**config.mk**
```make
export PLATFORM = sky130hd
export DESIGN_NAME = gf2n_multiply_and_invert_flat
export DESIGN_NICKNAME = d
export VERILOG_FILES = /design/src/sv/gfmi_pkg.sv /design/src/sv/gfmi_if.sv /design/src/sv/gfmi_mul.sv /design/src/sv/gfmi_datapath.sv /design/src/sv/gfmi_ctrl.sv /design/src/sv/gf2n_multiply_and_invert.sv /design/src/flat_wrapper.sv
export SDC_FILE = /design/constraint.sdc
export NUM_CORES = 1
export LEC_CHECK = 0
export ABC_AREA = 1
export BUFFER_PORTS_ARGS = -buffer_cell sky130_fd_sc_hd__buf_2
export CORE_MARGIN = 5
export CORE_UTILIZATION = 50
export DETAILED_ROUTE_END_ITERATION = 10
export PLACE_DENSITY_LB_ADDON = 0.05
export SLEW_MARGIN = 20
export SYNTH_ARGS = -nofsm -noshare
export SYNTH_HDL_FRONTEND = slang
export SYNTH_SLANG_ARGS = --single-unit
```
**constraint.sdc**
```tcl
create_clock -name clk_i -period 10.9 [get_ports clk_i]
set_input_delay 1.635 -clock clk_i [delete_from_list [all_inputs] [get_ports clk_i]]
set_output_delay 1.635 -clock clk_i [all_outputs]
set_load 0.02 [all_outputs]
```
**src/sv/gfmi_pkg.sv**
```systemverilog
package gfmi_pkg;

  localparam int MAX_DEGREE_DEF = 16;
  localparam int OP_W           = 2;
  localparam int OPERAND_W      = 16;
  localparam int DEG_W          = 5;
  localparam int CFG_IDX_W      = 1;
  localparam int CFG_DATA_W     = 5;
  localparam int MUL_STEPS      = 8;

  localparam logic [DEG_W-1:0] DEGREE_RST = 5'd4;
  localparam logic             MIDDLE_RST = 1'b1;

  localparam logic [CFG_IDX_W-1:0] REG_FIELD_DEGREE = 1'd0;
  localparam logic [CFG_IDX_W-1:0] REG_MIDDLE_TERM  = 1'd1;

  typedef enum logic [OP_W-1:0] {
    OP_MUL  = 2'd0,
    OP_SQR  = 2'd1,
    OP_INV  = 2'd2,
    OP_NORM = 2'd3
  } op_e;

  typedef enum logic {
    SEL_PC = 1'b0,
    SEL_CC = 1'b1
  } sel_e;

  typedef struct packed {
    logic load;
    op_e  op;
    logic mul_start;
    sel_e mul_sel;
    logic wr_c;
    logic wr_p;
    logic out_load;
  } cmd_t;

  typedef struct packed {
    logic             mul_done;
    logic [DEG_W-1:0] deg_m1;
  } status_t;

endpackage

```
**src/sv/gfmi_if.sv**
```systemverilog
interface gfmi_in_if import gfmi_pkg::*; ();
  logic                 valid;
  logic                 ready;
  logic [OP_W-1:0]      operation;
  logic [OPERAND_W-1:0] operand_a;
  logic [OPERAND_W-1:0] operand_b;

  modport source (output valid, output operation, output operand_a, output operand_b,
                  input ready);
  modport sink (input valid, input operation, input operand_a, input operand_b,
                output ready);
endinterface

interface gfmi_out_if import gfmi_pkg::*; ();
  logic                 valid;
  logic                 ready;
  logic [OPERAND_W-1:0] result;

  modport source (output valid, output result, input ready);
  modport sink (input valid, input result, output ready);
endinterface

```
**src/sv/gfmi_mul.sv**
```systemverilog
module gfmi_mul import gfmi_pkg::*; #(
  parameter int EW = MAX_DEGREE_DEF,
  localparam int CW = $clog2(EW + 1)
) (
  input  logic          clk_i,
  input  logic          rst_ni,
  input  logic          start_i,
  input  logic [EW-1:0] x_i,
  input  logic [EW-1:0] y_i,
  input  logic [CW-1:0] n_i,
  input  logic [EW-1:0] mask_i,
  input  logic [EW-1:0] top_i,
  input  logic          mid_i,
  output logic          done_o,
  output logic [EW-1:0] prod_o
);

  logic [EW-1:0] x_q, y_q, r_q;
  logic [CW-1:0] cnt_q;
  logic          busy_q, done_q;
  logic [EW-1:0] step_v, step_y;
  logic          step_hi;

  // Horner steps, MSB of y first; up to MUL_STEPS bits per cycle
  always_comb begin
    step_v  = r_q;
    step_y  = y_q;
    step_hi = 1'b0;
    for (int k = 0; k < MUL_STEPS; k++) begin
      if (int'(cnt_q) > k) begin
        step_hi = |(step_v & top_i);
        step_v  = (step_v << 1) & mask_i;
        if (step_hi) begin
          step_v = step_v ^ EW'(1) ^ (mid_i ? top_i : '0);
        end
        if (step_y[EW-1]) begin
          step_v = step_v ^ x_q;
        end
        step_y = step_y << 1;
      end
    end
  end

  always_ff @(posedge clk_i or negedge rst_ni) begin
    if (!rst_ni) begin
      busy_q <= 1'b0;
      done_q <= 1'b0;
      cnt_q  <= '0;
    end else begin
      done_q <= 1'b0;
      if (start_i) begin
        busy_q <= 1'b1;
        cnt_q  <= n_i;
      end else if (busy_q) begin
        if (int'(cnt_q) > MUL_STEPS) begin
          cnt_q <= cnt_q - CW'(MUL_STEPS);
        end else begin
          cnt_q  <= '0;
          busy_q <= 1'b0;
          done_q <= 1'b1;
        end
      end
    end
  end

  always_ff @(posedge clk_i) begin
    if (start_i) begin
      x_q <= x_i;
      y_q <= y_i << (CW'(EW) - n_i);
      r_q <= '0;
    end else if (busy_q) begin
      r_q <= step_v;
      y_q <= step_y;
    end
  end

  assign done_o = done_q;
  assign prod_o = r_q;

endmodule

```
**src/sv/gfmi_datapath.sv**
```systemverilog
module gfmi_datapath import gfmi_pkg::*; #(
  parameter int MAX_DEGREE = MAX_DEGREE_DEF
) (
  input  logic                 clk_i,
  input  logic                 rst_ni,
  input  logic                 cfg_we_i,
  input  logic [CFG_IDX_W-1:0] cfg_idx_i,
  input  logic [CFG_DATA_W-1:0] cfg_data_i,
  input  logic [OPERAND_W-1:0] operand_a_i,
  input  logic [OPERAND_W-1:0] operand_b_i,
  input  cmd_t                 cmd_i,
  output status_t              status_o,
  output logic [OPERAND_W-1:0] result_o
);

  localparam int EW = MAX_DEGREE;
  localparam int CW = $clog2(EW + 1);

  logic [DEG_W-1:0]     degree_q;
  logic                 middle_q;
  logic [CW-1:0]        n_eff;
  logic [EW-1:0]        mask, top;
  logic [EW-1:0]        a_m, b_m;
  logic [EW-1:0]        c_q, p_q;
  logic [EW-1:0]        mul_x, mul_y, prod;
  logic                 mul_done;
  logic [OPERAND_W-1:0] res_q;

  always_ff @(posedge clk_i or negedge rst_ni) begin
    if (!rst_ni) begin
      degree_q <= DEGREE_RST;
      middle_q <= MIDDLE_RST;
    end else if (cfg_we_i) begin
      unique case (cfg_idx_i)
        REG_FIELD_DEGREE: degree_q <= cfg_data_i[DEG_W-1:0];
        REG_MIDDLE_TERM:  middle_q <= cfg_data_i[0];
        default: ;
      endcase
    end
  end

  always_comb begin
    if (int'(degree_q) < 2) begin
      n_eff = CW'(2);
    end else if (int'(degree_q) > MAX_DEGREE) begin
      n_eff = CW'(MAX_DEGREE);
    end else begin
      n_eff = CW'(degree_q);
    end
  end

  always_comb begin
    for (int i = 0; i < EW; i++) begin
      mask[i] = (i < int'(n_eff));
      top[i]  = (i == int'(n_eff) - 1);
      a_m[i]  = (i < OPERAND_W) ? operand_a_i[i] & mask[i] : 1'b0;
      b_m[i]  = (i < OPERAND_W) ? operand_b_i[i] & mask[i] : 1'b0;
    end
  end

  always_comb begin
    unique case (cmd_i.mul_sel)
      SEL_CC: begin
        mul_x = c_q;
        mul_y = c_q;
      end
      SEL_PC: begin
        mul_x = p_q;
        mul_y = c_q;
      end
      default: begin
        mul_x = p_q;
        mul_y = c_q;
      end
    endcase
  end

  gfmi_mul #(.EW(EW)) u_mul (
    .clk_i   (clk_i),
    .rst_ni  (rst_ni),
    .start_i (cmd_i.mul_start),
    .x_i     (mul_x),
    .y_i     (mul_y),
    .n_i     (n_eff),
    .mask_i  (mask),
    .top_i   (top),
    .mid_i   (middle_q),
    .done_o  (mul_done),
    .prod_o  (prod)
  );

  always_ff @(posedge clk_i) begin
    if (cmd_i.load) begin
      c_q <= a_m;
      case (cmd_i.op)
        OP_MUL:  p_q <= b_m;
        OP_INV:  p_q <= EW'(1);
        default: p_q <= a_m;
      endcase
    end else begin
      if (cmd_i.wr_c) c_q <= prod;
      if (cmd_i.wr_p) p_q <= prod;
    end
    if (cmd_i.out_load) begin
      for (int i = 0; i < OPERAND_W; i++) begin
        res_q[i] <= (i < EW) ? p_q[i] : 1'b0;
      end
    end
  end

  assign status_o.mul_done = mul_done;
  assign status_o.deg_m1   = DEG_W'(n_eff - CW'(1));
  assign result_o          = res_q;

endmodule

```
**src/sv/gfmi_ctrl.sv**
```systemverilog
module gfmi_ctrl import gfmi_pkg::*; (
  input  logic            clk_i,
  input  logic            rst_ni,
  input  logic            in_valid_i,
  input  logic [OP_W-1:0] in_op_i,
  output logic            in_ready_o,
  input  logic            out_ready_i,
  output logic            out_valid_o,
  input  status_t         status_i,
  output cmd_t            cmd_o
);

  typedef enum logic [3:0] {
    ST_IDLE  = 4'b0001,
    ST_START = 4'b0010,
    ST_WAIT  = 4'b0100,
    ST_PUSH  = 4'b1000
  } state_e;

  state_e           state_q, state_d;
  op_e              op_q, op_d;
  logic             sq_q, sq_d;
  logic [DEG_W-1:0] iter_q, iter_d;
  logic             out_valid_q, out_valid_d;

  always_comb begin
    state_d     = state_q;
    op_d        = op_q;
    sq_d        = sq_q;
    iter_d      = iter_q;
    cmd_o       = '0;
    cmd_o.op    = op_e'(in_op_i);
    cmd_o.mul_sel = sq_q ? SEL_CC : SEL_PC;
    in_ready_o  = 1'b0;
    unique case (state_q)
      ST_IDLE: begin
        in_ready_o = 1'b1;
        if (in_valid_i) begin
          cmd_o.load = 1'b1;
          op_d       = op_e'(in_op_i);
          sq_d       = (op_e'(in_op_i) != OP_MUL);
          iter_d     = status_i.deg_m1;
          state_d    = ST_START;
        end
      end
      ST_START: begin
        cmd_o.mul_start = 1'b1;
        state_d         = ST_WAIT;
      end
      ST_WAIT: begin
        if (status_i.mul_done) begin
          if (op_q == OP_MUL || op_q == OP_SQR) begin
            cmd_o.wr_p = 1'b1;
            state_d    = ST_PUSH;
          end else if (sq_q) begin
            cmd_o.wr_c = 1'b1;
            sq_d       = 1'b0;
            state_d    = ST_START;
          end else begin
            cmd_o.wr_p = 1'b1;
            sq_d       = 1'b1;
            iter_d     = iter_q - DEG_W'(1);
            state_d    = (iter_q == DEG_W'(1)) ? ST_PUSH : ST_START;
          end
        end
      end
      ST_PUSH: begin
        if (!out_valid_q || out_ready_i) begin
          cmd_o.out_load = 1'b1;
          state_d        = ST_IDLE;
        end
      end
      default: state_d = ST_IDLE;
    endcase
  end

  always_comb begin
    out_valid_d = out_valid_q;
    if (cmd_o.out_load) begin
      out_valid_d = 1'b1;
    end else if (out_ready_i) begin
      out_valid_d = 1'b0;
    end
  end

  always_ff @(posedge clk_i or negedge rst_ni) begin
    if (!rst_ni) begin
      state_q     <= ST_IDLE;
      op_q        <= OP_MUL;
      sq_q        <= 1'b0;
      iter_q      <= '0;
      out_valid_q <= 1'b0;
    end else begin
      state_q     <= state_d;
      op_q        <= op_d;
      sq_q        <= sq_d;
      iter_q      <= iter_d;
      out_valid_q <= out_valid_d;
    end
  end

  assign out_valid_o = out_valid_q;

endmodule

```
**src/sv/gf2n_multiply_and_invert.sv**
```systemverilog
// One shared digit-serial field multiplier; each multiplication is issued, runs
// its multiplier pass and is written back to a working register.
// Multiply and square: a single multiplication before the result is output.
// Inverse and norm: 2*(n-1) multiplications, alternating square and multiply.
// The next input transaction is taken once the result sits in the output register.
// Reset (rst_ni low, asynchronous): idle, output empty, degree 4, middle term 1.
module gf2n_multiply_and_invert import gfmi_pkg::*; #(
  parameter int MAX_DEGREE = MAX_DEGREE_DEF
) (
  input  logic                  clk_i,
  input  logic                  rst_ni,
  gfmi_in_if.sink               in_if,
  gfmi_out_if.source            out_if,
  input  logic                  cfg_we_i,
  input  logic [CFG_IDX_W-1:0]  cfg_idx_i,
  input  logic [CFG_DATA_W-1:0] cfg_data_i
);

  cmd_t    cmd;
  status_t status;

  gfmi_ctrl u_ctrl (
    .clk_i       (clk_i),
    .rst_ni      (rst_ni),
    .in_valid_i  (in_if.valid),
    .in_op_i     (in_if.operation),
    .in_ready_o  (in_if.ready),
    .out_ready_i (out_if.ready),
    .out_valid_o (out_if.valid),
    .status_i    (status),
    .cmd_o       (cmd)
  );

  gfmi_datapath #(.MAX_DEGREE(MAX_DEGREE)) u_datapath (
    .clk_i       (clk_i),
    .rst_ni      (rst_ni),
    .cfg_we_i    (cfg_we_i),
    .cfg_idx_i   (cfg_idx_i),
    .cfg_data_i  (cfg_data_i),
    .operand_a_i (in_if.operand_a),
    .operand_b_i (in_if.operand_b),
    .cmd_i       (cmd),
    .status_o    (status),
    .result_o    (out_if.result)
  );

endmodule
```
**src/flat_wrapper.sv**
```systemverilog
// flat-port wrapper written by rule: the top's interface ports become plain ports
module gf2n_multiply_and_invert_flat import gfmi_pkg::*;
#(
  parameter int MAX_DEGREE = MAX_DEGREE_DEF
)
  (clk_i, rst_ni, cfg_we_i, cfg_idx_i, cfg_data_i, in_if_valid, in_if_operation, in_if_operand_a, in_if_operand_b, in_if_ready, out_if_valid, out_if_result, out_if_ready);
  gfmi_in_if in_if_i ();
  gfmi_out_if out_if_i ();
  input  logic clk_i;
  input  logic rst_ni;
  input  logic cfg_we_i;
  input  logic [CFG_IDX_W-1:0] cfg_idx_i;
  input  logic [CFG_DATA_W-1:0] cfg_data_i;
  input wire logic [$bits(in_if_i.valid)-1:0] in_if_valid;
  input wire logic [$bits(in_if_i.operation)-1:0] in_if_operation;
  input wire logic [$bits(in_if_i.operand_a)-1:0] in_if_operand_a;
  input wire logic [$bits(in_if_i.operand_b)-1:0] in_if_operand_b;
  output wire logic [$bits(in_if_i.ready)-1:0] in_if_ready;
  output wire logic [$bits(out_if_i.valid)-1:0] out_if_valid;
  output wire logic [$bits(out_if_i.result)-1:0] out_if_result;
  input wire logic [$bits(out_if_i.ready)-1:0] out_if_ready;
  assign in_if_i.valid = in_if_valid;
  assign in_if_i.operation = in_if_operation;
  assign in_if_i.operand_a = in_if_operand_a;
  assign in_if_i.operand_b = in_if_operand_b;
  assign in_if_ready = in_if_i.ready;
  assign out_if_valid = out_if_i.valid;
  assign out_if_result = out_if_i.result;
  assign out_if_i.ready = out_if_ready;
  gf2n_multiply_and_invert #(.MAX_DEGREE(MAX_DEGREE)) u_core (.clk_i(clk_i), .rst_ni(rst_ni), .in_if(in_if_i), .out_if(out_if_i), .cfg_we_i(cfg_we_i), .cfg_idx_i(cfg_idx_i), .cfg_data_i(cfg_data_i));
endmodule
```
==> results_dict.tcl <==
set metrics [dict create \
    ys_seq_elements 121 \
    ys_async_sr_fraction 0.207 \
    synth_cells 2511 \
    drcViolationCount 0 \
    synth_cell_type_count 59 \
    routed_via_density 5.94 \
    grtUsageTotal 0.349 \
    status "complete, no violations" \
    drtAntennaViolNets 0 \
    final_cell_mix "724 x nand2_1, 342 x nand3_1, 247 x nor2_1, 208 x inv_1, 144 x o21ai_0" \
    final_area_um2 17000 \
    start_kind "flop" \
    cts_max_level 4 \
    seq_area_frac_synth 0.214 \
    crit_arrival_ns 10.39 \
    vias 17700 \
    path_max_fanout 21 \
    slew_headroom 0.329 \
    io_pins 63 \
    fin_crit_ns 10.08 \
    first_pass_iters 6 \
    finalCritPeriodShare 0.925 \
    synth_mux_area_frac 0.00767 \
    cts_buffer_depth 2 \
    cts_made_buffers 17 \
    port_buffers 62 \
    wl_mm 62.6 \
    die_x_um 187 \
    syn-cell-area_um2 15700 \
    die_h_um 187 \
    grt-ovfl-total 0 \
    setup_ws_ns 0.817 \
    layout.nets 2622 \
    syn-num-nets 2565 \
    hold_viol_final 0 \
    critPathSlowestCell "dfrtp_2" \
    crit_path_end_kind "flop" \
    diodes 0 \
    yosys.area_share.adder 0.00719 \
    area_growth_pct 8.75 \
    initial_utilization 0.509 \
    core_um2 30700 \
    setup_viol 0 \
    insertion_delay_ns 0.43 \
    cts_root_buffer "clkbuf_16" \
    postCtsHoldBufs 0 \
    dieArea_um2 34900 \
    dpl_worst_slack_ns 0.709 \
    gp_congestion 1.01 \
    rows 64 \
    crit_top_cell "nand2_1" \
    setup_tns_ns 0 \
    wl_per_cell_um 21.0 \
    worstSetupPathType "flop to flop" \
    slowest_delay_ns 0.53 \
    worstPathRequired_ns 11.21 \
    worst_pin_slew_ns 1.01 \
    synth-main-ff-cell "edfxtp_1" \
    achievable-frequency_mhz 99.2 \
    skew_ns 0.00948 \
    synth_compound_area_frac 0.132 \
    fillers 3121 \
    drt_iter0_markers 2081 \
    cts_tree "done" \
    path_clk_slew_ns 0.06 \
    first_global_vias 16500 \
    grt_pass1_wl_mm 96.7 \
    drv_cap 0 \
    drv_slew 0 \
    synth_top_family_by_area "simple AND/OR/NAND/NOR gates" \
    cts_num_sinks 121 \
    dpl_cell_area_um2 16400 \
    layout-drive-gt1-share 0.163 \
    hold_path_class "flop to flop" \
    grt_max_degree 34 \
    dp_hpwl_mm 50.0 \
    rsz0062_at_grt "false" \
    final_common_cell "nand2_1" \
    synth-edff-count 80 \
    yosysWarnings 0 \
    synthXorXnorAreaFrac 0.0504 \
    antenna_found_initial 0 \
    postSynthAreaPerCell_um2 6.23 \
    synth-simple-area-share 0.480 \
]
-- per-stage QoR --
stage,utilization,hold slack (ns),std cells
4_1_cts,0.552,0.453,2974
3_3_place_gp,0.532,0.445,2942
3_5_place_dp,0.532,0.437,2942
6_report,0.554,0.455,2977
2_1_floorplan,-,0.427,2511
5_1_grt,0.554,0.474,2977
-- worst max-delay path: cells and delay by family, from the launching register on --
kind / cells / cell delay, ns
AND/OR/NAND/NOR: 61 / 6.70
adder cells (fa/ha/maj): 1 / 0.25
buffers and inverters: 13 / 1.97
flip-flops: 1 / 0.53
AO/OA/AOI/OAI: 4 / 0.48
-- synth_stat cells, types with 26 or more instances --
cell	number	area (µm²)
edfxtp_1	80	2400
nand3_1	342	1710
o21bai_1	52	390
nand2_2	37	231
o221ai_1	32	280
xor2_1	41	359
inv_1	208	781
clkbuf_1	40	150
o21ai_0	146	731
nand3_2	76	761
and2_1	26	163
xnor2_1	49	429
nor2_1	247	927
nand2_1	725	2720
or2_2	40	250
o22ai_1	28	175
-- timing repair --
item / 4_1_cts / 5_1_grt
gates resized for setup: 0 / 4
endpoints found under the setup margin: 0 / 16
buffers inserted: 0 / 3
-- registers in the layout, summed over array words and instances, names as in the netlist --
| signal | flops |
|---|---|
| u_core.u_datapath.degree_q | 5 |
| u_core.u_datapath.middle_q | 1 |
| u_core.u_ctrl.out_valid_o | 1 |
| u_core.u_ctrl.op_q | 1 |
| u_core.u_datapath.result_o | 16 |
| u_core.u_datapath.c_q | 16 |
| u_core.u_ctrl.state_q | 4 |
| u_core.u_datapath.u_mul.y_q | 16 |
| u_core.u_datapath.u_mul.done_o | 1 |
| u_core.u_datapath.u_mul.busy_q | 1 |
| u_core.u_datapath.p_q | 16 |
| u_core.u_datapath.u_mul.x_q | 16 |
| u_core.u_ctrl.sq_q | 1 |
| u_core.u_datapath.u_mul.prod_o | 16 |
| u_core.u_ctrl.iter_q | 5 |
| u_core.u_datapath.u_mul.cnt_q | 5 |
-- final timing paths --
check / slack, ns / startpoint / cells past startpoint / endpoint
hold reg to reg: 0.46 / u_core.u_datapath.p_q[14]$_DFFE_PP_ / 0 / u_core.u_datapath.result_o[14]$_DFFE_PP_
min in group asynchronous: 1.24 / rst_ni / 1 / u_core.u_datapath.degree_q[0]$_DFFE_PN0P_
setup / recovery: 0.82 / u_core.u_datapath.degree_q[4]$_DFFE_PN0P_ / 79 / u_core.u_datapath.u_mul.prod_o[14]$_SDFFE_PP0P_
setup reg to reg: 0.82 / u_core.u_datapath.degree_q[4]$_DFFE_PN0P_ / 79 / u_core.u_datapath.u_mul.prod_o[14]$_SDFFE_PP0P_
hold / removal: 0.46 / u_core.u_datapath.p_q[14]$_DFFE_PP_ / 0 / u_core.u_datapath.result_o[14]$_DFFE_PP_
max in group asynchronous: 9.19 / rst_ni / 1 / u_core.u_datapath.degree_q[4]$_DFFE_PN0P_
-- layer usage --
metal	up-vias	routed length, µm	global-route usage
met5	-	0	0
met4	0	2020	0.117
met3	135	7650	0.0752
met2	1045	26000	0.519
met1	8089	27000	0.504
li1	8412	-	-
-- cell families (layout without fill, tap and decap cells) --
group           after synthesis  count (layout)
compound gates              333             333
buf+inv                     360             430
flops                       121             121
mux                          12              12
xor+xnor                     90              90
simple gates               1586            1586
fa+ha+maj                     9               9
-- area by class of cell --
cell class | instances | area, µm² | area share
multi-input combinational | 2030 | 10600 | 0.624
clock buffer | 19 | 443 | 0.0260
tap | 396 | 495 | 0.0291
sequential | 121 | 3350 | 0.197
clock inverter | 13 | 153 | 0.00897
timing repair buffer | 145 | 996 | 0.0585
inverter | 253 | 956 | 0.0562
Power is not shown: default switching activity piles up to over one toggle a cycle in this logic, so the estimate is an artifact.
